File: src/rtl/core/pvt_pkg.sv
package pvt_pkg;

  localparam int MAX_GROUPS = 8;
  localparam int IDX_W      = $clog2(MAX_GROUPS);
  localparam int CNT_W      = IDX_W + 1;

  typedef enum logic [1:0] {
    OP_START = 2'd0,
    OP_ADD   = 2'd1,
    OP_RESP  = 2'd2,
    OP_NOP   = 2'd3
  } op_t;

  typedef enum logic [1:0] {
    PH_FAILED  = 2'd0,
    PH_PREPARE = 2'd1,
    PH_ACCEPT  = 2'd2,
    PH_DECIDED = 2'd3
  } phase_t;

  typedef enum logic [1:0] {
    V_NONE      = 2'd0,
    V_YES       = 2'd1,
    V_NO        = 2'd2,
    V_UNCERTAIN = 2'd3
  } verdict_t;

  localparam logic KIND_PROMISE = 1'b0;

  typedef enum logic [2:0] {
    ST_IDLE,
    ST_EXEC,
    ST_FIND,
    ST_ADD,
    ST_UPDATE,
    ST_CHECK,
    ST_DONE
  } state_t;

  typedef struct packed {
    logic [1:0]  operation;
    logic        msg_kind;
    logic [31:0] group_id;
    logic [63:0] slot_id;
    logic [63:0] ballot_id;
    logic [7:0]  group_size;
    logic        ack_no;
    logic        has_proposal;
    logic [63:0] proposal_ballot;
    logic        last_in_message;
  } in_item_t;

  typedef struct packed {
    logic [1:0]  txn_phase;
    logic [1:0]  verdict;
    logic        ignored;
    logic        best_valid;
    logic [63:0] best_ballot;
  } out_item_t;

  typedef struct packed {
    logic     load;
    logic     clr_all;
    logic     scan_clr;
    logic     scan_inc;
    logic     find_step;
    logic     add_write;
    logic     resp_update;
    logic     set_ignored;
    logic     set_verdict;
    verdict_t verdict;
    logic     emit;
  } cmd_t;

  typedef struct packed {
    op_t  op;
    logic last;
    logic phase_ok;
    logic scan_end;
    logic id_hit;
    logic chk_no;
    logic chk_unc;
  } status_t;

endpackage

File: src/rtl/core/paxos_proposer_vote_tally_top.sv
// Channel  | Ports                   | Handshake
// input    | start, busy, in_item    | taken when start && !busy
// result   | out_valid, out_item     | one-cycle strobe, no backpressure
//
// Each item gives one result. Start, no-op and wrong-phase response items
// pass from EXEC straight to DONE and the result register; add group and response
// items walk the group table one entry per cycle for a lookup, and the last
// response of a message walks it once more for the quorum check.
// Synchronous active-low reset clears counts, phase and best ballot.
// A new item may be started in the cycle its predecessor's result shows.
module paxos_proposer_vote_tally_top import pvt_pkg::*; (
  input  logic      clk,
  input  logic      rst_n,
  input  logic      start,
  output logic      busy,
  input  in_item_t  in_item,
  output logic      out_valid,
  output out_item_t out_item
);

  cmd_t    cmd;
  status_t sts;

  pvt_ctrl u_ctrl (
    .clk   (clk),
    .rst_n (rst_n),
    .start (start),
    .busy  (busy),
    .sts   (sts),
    .cmd   (cmd)
  );

  pvt_dp u_dp (
    .clk       (clk),
    .rst_n     (rst_n),
    .in_item   (in_item),
    .cmd       (cmd),
    .sts       (sts),
    .out_valid (out_valid),
    .out_item  (out_item)
  );

endmodule

File: src/rtl/core/pvt_ctrl.sv
module pvt_ctrl import pvt_pkg::*; (
  input  logic    clk,
  input  logic    rst_n,
  input  logic    start,
  output logic    busy,
  input  status_t sts,
  output cmd_t    cmd
);

  state_t state_r, state_nxt;

  always_ff @(posedge clk) begin
    if (!rst_n) begin
      state_r <= ST_IDLE;
    end else begin
      state_r <= state_nxt;
    end
  end

  assign busy = (state_r != ST_IDLE);

  always_comb begin
    state_nxt = state_r;
    cmd       = '0;
    cmd.verdict = V_NONE;
    case (state_r)
      ST_IDLE: begin
        if (start) begin
          cmd.load  = 1'b1;
          state_nxt = ST_EXEC;
        end
      end
      ST_EXEC: begin
        case (sts.op)
          OP_START: begin
            cmd.clr_all = 1'b1;
            state_nxt   = ST_DONE;
          end
          OP_ADD: begin
            cmd.scan_clr = 1'b1;
            state_nxt    = ST_FIND;
          end
          OP_RESP: begin
            if (!sts.phase_ok) begin
              cmd.set_ignored = 1'b1;
              state_nxt       = ST_DONE;
            end else begin
              cmd.scan_clr = 1'b1;
              state_nxt    = ST_FIND;
            end
          end
          default: state_nxt = ST_DONE;
        endcase
      end
      ST_FIND: begin
        cmd.find_step = 1'b1;
        if (sts.scan_end || sts.id_hit) begin
          state_nxt = (sts.op == OP_ADD) ? ST_ADD : ST_UPDATE;
        end else begin
          cmd.scan_inc = 1'b1;
        end
      end
      ST_ADD: begin
        cmd.add_write = 1'b1;
        state_nxt     = ST_DONE;
      end
      ST_UPDATE: begin
        cmd.resp_update = 1'b1;
        if (sts.last) begin
          cmd.scan_clr = 1'b1;
          state_nxt    = ST_CHECK;
        end else begin
          state_nxt = ST_DONE;
        end
      end
      ST_CHECK: begin
        // first failing group decides; an empty walk means all groups agree
        if (sts.scan_end) begin
          cmd.set_verdict = 1'b1;
          cmd.verdict     = V_YES;
          state_nxt       = ST_DONE;
        end else if (sts.chk_no) begin
          cmd.set_verdict = 1'b1;
          cmd.verdict     = V_NO;
          state_nxt       = ST_DONE;
        end else if (sts.chk_unc) begin
          cmd.set_verdict = 1'b1;
          cmd.verdict     = V_UNCERTAIN;
          state_nxt       = ST_DONE;
        end else begin
          cmd.scan_inc = 1'b1;
        end
      end
      ST_DONE: begin
        cmd.emit  = 1'b1;
        state_nxt = ST_IDLE;
      end
      default: state_nxt = ST_IDLE;
    endcase
  end

endmodule

File: src/rtl/core/pvt_dp.sv
module pvt_dp import pvt_pkg::*; (
  input  logic      clk,
  input  logic      rst_n,
  input  in_item_t  in_item,
  input  cmd_t      cmd,
  output status_t   sts,
  output logic      out_valid,
  output out_item_t out_item
);

  in_item_t item_r;

  logic [31:0] grp_id_r     [MAX_GROUPS];
  logic [63:0] grp_slot_r   [MAX_GROUPS];
  logic [63:0] grp_ballot_r [MAX_GROUPS];
  logic [7:0]  grp_size_r   [MAX_GROUPS];
  logic [7:0]  p_yes_r      [MAX_GROUPS];
  logic [7:0]  p_no_r       [MAX_GROUPS];
  logic [7:0]  a_yes_r      [MAX_GROUPS];
  logic [7:0]  a_no_r       [MAX_GROUPS];
  logic        gbest_v_r    [MAX_GROUPS];
  logic [63:0] gbest_r      [MAX_GROUPS];

  logic [CNT_W-1:0] count_r;
  logic [CNT_W-1:0] scan_r;
  logic [IDX_W-1:0] idx_r;
  logic             found_r;
  phase_t           phase_r;
  verdict_t         verdict_r;
  logic             ignored_r;
  logic             tbest_v_r;
  logic [63:0]      tbest_r;

  logic [IDX_W-1:0] sidx;
  logic [IDX_W-1:0] add_idx;
  logic             add_ok;
  logic             match;
  logic             take_best;
  logic [7:0]       quorum;
  logic [7:0]       yes_cnt;
  logic [7:0]       no_cnt;

  function automatic logic [7:0] sat_inc(input logic [7:0] v);
    sat_inc = (v == 8'hFF) ? v : v + 8'd1;
  endfunction

  assign sidx    = scan_r[IDX_W-1:0];
  assign add_idx = found_r ? idx_r : count_r[IDX_W-1:0];
  assign add_ok  = found_r || (count_r != CNT_W'(MAX_GROUPS));
  assign match   = found_r && (grp_slot_r[idx_r] == item_r.slot_id)
                   && (grp_ballot_r[idx_r] == item_r.ballot_id);
  assign take_best = match && item_r.has_proposal
                     && (!gbest_v_r[idx_r] || (gbest_r[idx_r] < item_r.proposal_ballot));

  assign quorum  = {1'b0, grp_size_r[sidx][7:1]} + 8'd1;
  assign yes_cnt = (phase_r == PH_PREPARE) ? p_yes_r[sidx] : a_yes_r[sidx];
  assign no_cnt  = (phase_r == PH_PREPARE) ? p_no_r[sidx]  : a_no_r[sidx];

  always_comb begin
    sts.op       = op_t'(item_r.operation);
    sts.last     = item_r.last_in_message;
    sts.phase_ok = (phase_r == ((item_r.msg_kind == KIND_PROMISE) ? PH_PREPARE : PH_ACCEPT));
    sts.scan_end = (scan_r >= count_r);
    sts.id_hit   = (grp_id_r[sidx] == item_r.group_id);
    sts.chk_no   = (no_cnt >= quorum);
    sts.chk_unc  = (yes_cnt < quorum);
  end

  // group table payload, held item, index and result registers, no reset
  always_ff @(posedge clk) begin
    if (cmd.load) begin
      item_r <= in_item;
    end
    if (cmd.find_step) begin
      idx_r <= sidx;
    end
    if (cmd.add_write && add_ok) begin
      grp_id_r[add_idx]     <= item_r.group_id;
      grp_slot_r[add_idx]   <= item_r.slot_id;
      grp_ballot_r[add_idx] <= item_r.ballot_id;
      grp_size_r[add_idx]   <= item_r.group_size;
    end
    if (cmd.emit) begin
      out_item.txn_phase   <= phase_r;
      out_item.verdict     <= verdict_r;
      out_item.ignored     <= ignored_r;
      out_item.best_valid  <= tbest_v_r;
      out_item.best_ballot <= tbest_r;
    end
  end

  always_ff @(posedge clk) begin
    if (!rst_n) begin
      for (int i = 0; i < MAX_GROUPS; i++) begin
        p_yes_r[i]   <= '0;
        p_no_r[i]    <= '0;
        a_yes_r[i]   <= '0;
        a_no_r[i]    <= '0;
        gbest_v_r[i] <= 1'b0;
        gbest_r[i]   <= '0;
      end
      count_r   <= '0;
      scan_r    <= '0;
      found_r   <= 1'b0;
      phase_r   <= PH_PREPARE;
      verdict_r <= V_NONE;
      ignored_r <= 1'b0;
      tbest_v_r <= 1'b0;
      tbest_r   <= '0;
      out_valid <= 1'b0;
    end else begin
      out_valid <= cmd.emit;
      if (cmd.load) begin
        found_r   <= 1'b0;
        verdict_r <= V_NONE;
        ignored_r <= 1'b0;
      end
      if (cmd.scan_clr) begin
        scan_r <= '0;
      end else if (cmd.scan_inc) begin
        scan_r <= scan_r + CNT_W'(1);
      end
      if (cmd.find_step && !sts.scan_end && sts.id_hit) begin
        found_r <= 1'b1;
      end
      if (cmd.clr_all) begin
        for (int i = 0; i < MAX_GROUPS; i++) begin
          p_yes_r[i]   <= '0;
          p_no_r[i]    <= '0;
          a_yes_r[i]   <= '0;
          a_no_r[i]    <= '0;
          gbest_v_r[i] <= 1'b0;
          gbest_r[i]   <= '0;
        end
        count_r   <= '0;
        phase_r   <= PH_PREPARE;
        tbest_v_r <= 1'b0;
        tbest_r   <= '0;
      end
      if (cmd.add_write && add_ok) begin
        p_yes_r[add_idx]   <= '0;
        p_no_r[add_idx]    <= '0;
        a_yes_r[add_idx]   <= '0;
        a_no_r[add_idx]    <= '0;
        gbest_v_r[add_idx] <= 1'b0;
        gbest_r[add_idx]   <= '0;
        if (!found_r) begin
          count_r <= count_r + CNT_W'(1);
        end
      end
      if (cmd.set_ignored) begin
        ignored_r <= 1'b1;
      end
      if (cmd.resp_update) begin
        ignored_r <= !match;
        if (match) begin
          if (phase_r == PH_PREPARE) begin
            if (item_r.ack_no) p_no_r[idx_r]  <= sat_inc(p_no_r[idx_r]);
            else               p_yes_r[idx_r] <= sat_inc(p_yes_r[idx_r]);
          end else begin
            if (item_r.ack_no) a_no_r[idx_r]  <= sat_inc(a_no_r[idx_r]);
            else               a_yes_r[idx_r] <= sat_inc(a_yes_r[idx_r]);
          end
        end
        if (take_best) begin
          gbest_v_r[idx_r] <= 1'b1;
          gbest_r[idx_r]   <= item_r.proposal_ballot;
          if (!tbest_v_r || (item_r.proposal_ballot > tbest_r)) begin
            tbest_v_r <= 1'b1;
            tbest_r   <= item_r.proposal_ballot;
          end
        end
      end
      if (cmd.set_verdict) begin
        verdict_r <= cmd.verdict;
        if (cmd.verdict == V_YES) begin
          phase_r <= (phase_r == PH_PREPARE) ? PH_ACCEPT : PH_DECIDED;
        end else if (cmd.verdict == V_NO) begin
          phase_r <= PH_FAILED;
        end
      end
    end
  end

endmodule

File: config.mk
export PLATFORM = sky130hd
export DESIGN_NAME = paxos_proposer_vote_tally_top
export DESIGN_NICKNAME = d
export VERILOG_FILES = /design/src/rtl/core/pvt_pkg.sv /design/src/rtl/core/paxos_proposer_vote_tally_top.sv /design/src/rtl/core/pvt_ctrl.sv /design/src/rtl/core/pvt_dp.sv
export SDC_FILE = /design/constraint.sdc
export NUM_CORES = 2
export LEC_CHECK = 0
export BUFFER_PORTS_ARGS = -buffer_cell sky130_fd_sc_hd__buf_2
export CORE_MARGIN = 2
export CORE_UTILIZATION = 35
export CTS_CLUSTER_DIAMETER = 150
export DETAILED_ROUTE_END_ITERATION = 16
export GPL_TIMING_DRIVEN = 0
export SLEW_MARGIN = 20
export SYNTH_ARGS = -nofsm -noshare
export SYNTH_HDL_FRONTEND = slang
export SYNTH_HIERARCHICAL = 1
export SYNTH_SLANG_ARGS = --single-unit
File: constraint.sdc
create_clock -name clk -period 34.5 [get_ports clk]
set_clock_uncertainty 0.2 [all_clocks]
set_input_delay 6.9 -clock clk [delete_from_list [all_inputs] [get_ports clk]]
set_output_delay 6.9 -clock clk [all_outputs]
set_load 0.01 [all_outputs]
Yosys cells after proc, flatten, opt, wreduce, memory -nomap -nowiden. Memory sizes are Yosys's and may differ from the RTL's. A register that Yosys moved wholly into a read port is not among the register bits. Cells that the tools add are included.

Bits in registers: 394. RAM bits: 2120. Input bits: 241. Memories: 10.

Add/sub/neg operators: 7. Magnitude comparators: 5. Equal/unequal tests: 23. Multiplexer cells: 202. Bitwise operators: 49. Reduce and logical (&&, ||, !) cells: 35.

Memories: u_dp.gbest_r (words 8, bits a word 64, rd ports 1, clocked after Yosys merged registers in 1, wr ports 8, line pvt_dp.sv:22) `logic [63:0] gbest_r [MAX_GROUPS];`; u_dp.grp_ballot_r (words 8, bits a word 64, rd ports 1, clocked after Yosys merged registers in 1, wr ports 1, line pvt_dp.sv:15) `logic [63:0] grp_ballot_r [MAX_GROUPS];`; u_dp.grp_slot_r (words 8, bits a word 64, rd ports 1, clocked after Yosys merged registers in 1, wr ports 1, line pvt_dp.sv:14) `logic [63:0] grp_slot_r [MAX_GROUPS];`; u_dp.grp_id_r (words 8, bits a word 32, rd ports 1, clocked after Yosys merged registers in 1, wr ports 1, line pvt_dp.sv:13) `logic [31:0] grp_id_r [MAX_GROUPS];`; u_dp.a_no_r (words 8, bits a word 8, rd ports 2, clocked after Yosys merged registers in 2, wr ports 8, line pvt_dp.sv:20) `logic [7:0] a_no_r [MAX_GROUPS];`; u_dp.a_yes_r (words 8, bits a word 8, rd ports 2, clocked after Yosys merged registers in 2, wr ports 8, line pvt_dp.sv:19) `logic [7:0] a_yes_r [MAX_GROUPS];`; 4 more memories.

Operators by type and width (count): $mux 64 (14); $mux 8 (46); $mux 3 (44); $eq 64x64->1 (2); $reduce_or 64->1 (2); $mux 1 (82); $gt 64x64->1 (1); $lt 64x64->1 (1); $reduce_or 8->1 (8); $or 1x1->1 (48); $add 8x1->8 const B (4); $eq 32x32->1 (1); $eq 8x8->1 const B (4); $pmux 3 s6 (1); $mux 2 (8); $mux 4 (3); $eq 3x3->1 const B (3); $add 4x1->4 const B (2); $add 7x1->8 const B (1); $ge 8x8->1 (1); $lt 8x8->1 (1); $logic_and 1x1->1 (7); $eq 2x1->1 const B (3); $eq 3x2->1 const B (2); other kinds (20) (32).

Longest topological paths before layout.
Depth after elaboration: 11. Depth in mapped cells: 27. Depth with buffers taken out: 21.

By module. Netlist, hierarchy kept.

By module, submodules not included: pvt_dp (instances 1, cells each 6172, area an instance 106389.5 um2, sequential area each 74371.3 um2); pvt_ctrl (instances 1, cells each 61, area an instance 444.2 um2, sequential area each 60.1 um2).

Worst setup path after synthesis. OpenSTA, ideal clock, no wires.

Kind: input port to flip-flop. From: in start. To: reg u_dp.ignored_r. Library setup time: 116 ps. Data arrival time: 13279 ps. Setup slack: 20906 ps. Cell stages on the path: 4. Path buffers: 0. Path through: and3_1 inv_1 a211oi_1 and3b_1.

Cells in the longest elaborated chain, start to end: 3.

Ends and longest elaborated chain: start: declaration (line paxos_proposer_vote_tally_top.sv:14) `input logic start,`; $mux 1 (line pvt_ctrl.sv:28) `if (start) begin`; $mux 1 (line pvt_ctrl.sv:26) `case (state_r)`; $reduce_bool 3->1 (no source line); end signal: assignment (line pvt_dp.sv:155) `ignored_r <= !match;`; end: declaration (line pvt_dp.sv:30) `logic ignored_r;`.

Every way passes these cells. A chain may end at the register's enable or synchronous reset.

==> results.tsv <==
stage	metric	value	unit
clock_network	setup repair bufs after CTS	0	
critical_path	CP max-delay cell	nor4_1	
floorplan	die width	556	µm
min_path	Hold Path Depth	1	
synthesis	top cell type's share of synthesized area	0.679	
synthesis	warnings from Yosys	6	
layout	P&R area growth vs syn	17.0	%
synthesis	leading area contributor after synthesis	edfxtp_1	
drt	Routed Antenna Nets	0	
power	Peak VDD IR	0.0480	mV
sta	Final period util	0.340	
drt	TritonRoute pass-1 iters	6	
power	Power Dens Cells	70.5	nW/µm²
sta	final hold vios	0	
global_route	first-pass GRT wire length	426	mm
critical_path	Largest delay share family, worst path	buffers and inverters	
drt	DRT Wirelength	298	mm
drt	vias per inst	5.38	
sta	Final setup viols	0	
global_route	Tot GR Track Use	0.188	
synthesis	synthesized flop and latch total	2511	
floorplan	die span in y	556	µm
clock_network	clk root buf	clkbuf_16	
critical_path	WS Path Type	register to register	
clock_network	Max H-tree Level	5	
sta	fmax	85.2	MHz
sta	Worst Tran Pin Value	1.26	ns
clock_network	Sink Count	2511	
synthesis	synthesized area per cell	17.1	µm²
power	Leakage Power	0.0431	µW
place	Buffers on Ports	311	
global_route	grt ovf	0	
critical_path	CP required	34.80	ns
clock_network	CTS resizes	0	
layout	FF+latch area	74400	µm²
layout	# fillers	27029	
synthesis	most frequent cells after synthesis	2,414 x edfxtp_1, 520 x and2_1, 488 x mux4_2	
drt	Avg WL per Cell	26.7	µm
sta	RSZ-0062 raised after global routing	false	
synthesis	Async SR Flop Fraction	0	
status	status	completed	
synthesis	ranking of synthesized cells by area	edfxtp_1 68%, mux4_2 10%, mux2i_1 3.9%, and2_1 3.0%, ha_1 1.9%	
synthesis	Post-synth EDFFs	2414	
place	GPL Wtd Cong	0.895	
drt	vias	59882	
drt	drt drc	0	
synthesis	Synth Instances	6233	
floorplan	I/O pin count	313	
min_path	Min-Delay Path Class	register to register	
floorplan	Std-Cell Rows	202	
critical_path	Stages on worst setup path	25	
sta	min Tclk post-route	11.74	ns
drt	Initial DRC Count	6496	
synthesis	dominant synthesized flop cell	edfxtp_1	
synthesis	register area share after synthesis	0.697	
floorplan	starting density of the core	0.352	
layout	Final Net Count	7345	
global_route	vias in the first global route	60181	
sta	Setup TNS Final	0	ns
sta	Max Slew Vio Count	0	
place	hpwl dp	202	mm
job	MaxCap Viol Count	0	
critical_path	crit-path max cell delay	1.05	ns
layout	share of cells above drive strength 1	0.227	
global_route	met1 Track Usage GR	0.256	
clock_network	clock slew seen by the registers of the worst setup and hold paths	0.06	ns
floorplan	core area	303000	µm²
global_route	gr busiest metal	met2	
critical_path	crit start category	register	
critical_path	R2R cell count	25	
synthesis	Synth cell types	81	
clock_network	CTS tree	done	
synthesis	post-synth net total	6633	
synthesis	most common cell in the netlist	edfxtp_1	
clock_network	CTS max path bufs	4	
global_route	initial antenna violation count	14	
layout	Multi-input gate area	30200	µm²
global_route	GR Util met2	0.307	
critical_path	peak fanout along the critical path	33	
critical_path	Setup crit end kind	register	
critical_path	CP arrival	12.04	ns
floorplan	Die Area	310000	µm²
sta	Max-slew headroom	0.159	
clock_network	clock latency on the worst-skew pair	0.86	ns
global_route	met3 usage	0.0275	
clock_network	hold_buf cts	0	
global_route	pin count of the biggest net entering global routing	56	
sta	Fin Hold WS	0.229	ns
critical_path	Buffers & Inverters on Critical Path	13	
critical_path	cell mode on critical path	buf_4	
synthesis	area of the mapped netlist	107000	µm²
clock_network	cts bufs inserted	278	
## state kept, by name (all words and copies together), names as in the netlist, 2 cells and up, named ones only
| register | flops |
|---|---|
| u_dp/gbest_r | 512 |
| u_dp/idx_r | 3 |
| u_dp/out_item | 70 |
| u_dp/grp_slot_r | 512 |
| u_dp/tbest_r | 64 |
| u_dp/grp_ballot_r | 512 |
| u_dp/item_r | 234 |
| u_dp/phase_r | 2 |
| u_dp/p_no_r | 64 |
| u_dp/a_yes_r | 64 |
| u_dp/grp_id_r | 256 |
| u_dp/p_yes_r | 64 |
| u_dp/sts | 3 |
| u_dp/a_no_r | 64 |
| u_dp/gbest_v_r | 8 |
| u_dp/scan_r | 4 |
| u_ctrl/state_r | 3 |
| u_dp/grp_size_r | 56 |
| u_dp/verdict_r | 2 |
| u_dp/count_r | 4 |
## per-stage QoR
step	instance area, µm²	utilization	total power, µW	instances	worst slack [ns]
2_1_floorplan	107000	-	5200	6233	20.91
3_3_place_gp	113000	0.374	5990	10522	7.48
3_5_place_dp	116000	0.383	5990	10643	22.70
4_1_cts	125000	0.412	8870	11134	22.62
5_1_grt	125000	0.412	9130	11136	22.54
6_report	125000	0.412	8800	11137	22.76
## worst paths after layout
check / from / slack, ns / to
min: u_dp/count_r[3]$_SDFF_PN0_ / 0.23 / u_dp/count_r[3]$_SDFF_PN0_
max reg2reg: register / 22.76 / u_dp/gbest_r[5][41]$_SDFFCE_PN0P_
max: register / 22.76 / u_dp/gbest_r[5][41]$_SDFFCE_PN0P_
min reg2reg: u_dp/count_r[3]$_SDFF_PN0_ / 0.23 / u_dp/count_r[3]$_SDFF_PN0_
## cell usage in the layout (no fill, tap or decap), types with 33 or more instances in the layout
| cell type | Yosys | routed |
|---|---|---|
| a21oi_1 | 70 | 70 |
| a22o_1 | 33 | 33 |
| a22oi_1 | 64 | 64 |
| and2_1 | 520 | 520 |
| buf_1 | 44 | 36 |
| buf_12 | 0 | 51 |
| buf_16 | 0 | 52 |
| buf_2 | 44 | 360 |
| buf_4 | 43 | 61 |
| buf_6 | 50 | 50 |
| clkbuf_1 | 116 | 165 |
| clkbuf_16 | 0 | 289 |
| clkbuf_2 | 40 | 49 |
| clkinv_1 | 0 | 51 |
| clkinv_2 | 0 | 44 |
| dfxtp_1 | 97 | 97 |
| edfxtp_1 | 2414 | 2414 |
| ha_1 | 159 | 159 |
| inv_1 | 151 | 151 |
| mux2i_1 | 416 | 416 |
| mux4_2 | 488 | 488 |
| nand2_1 | 471 | 471 |
| nand3_1 | 49 | 49 |
| nand4_1 | 42 | 42 |
| nor2_1 | 75 | 65 |
| nor3_1 | 268 | 266 |
| o21ai_0 | 74 | 54 |
| xnor2_1 | 72 | 72 |
| xor2_1 | 62 | 62 |
## layer usage
metal  share of wire  vias up
li1                -    25802
met1            0.42    31236
met2            0.48     2380
met3           0.069      464
met4           0.037        0
met5               0        -
## layout make-up
cell class	count	area share
Multi-Input combinational cell	3233	0.241
Buffer	337	0.0154
Inverter	152	0.00457
Sequential cell	2511	0.596
Antenna cell	3	0.0000601
Clock inverter	139	0.00950
Timing Repair Buffer	432	0.0332
Tap cell	3978	0.0398
Clock buffer	352	0.0604
## logic make-up (layout without fill, tap and decap cells)
kind of cell	count (synthesis)	count (layout)	share of synthesized area
flops	2511	2511	0.697
simple gates	1627	1627	0.0813
mux	926	926	0.144
buf+inv	489	1412	0.0232
compound gates	387	387	0.0250
fa+ha+maj	159	159	0.0186
xor+xnor	134	134	0.0110
other cells	0	3	0
## power by group
group          switching, µW  internal, µW  total (µW)
Combinational           1220           760        1980
Clock                   1200          1680        2880
Sequential               242          3700        3940
(Power assumes the default switching activity.)
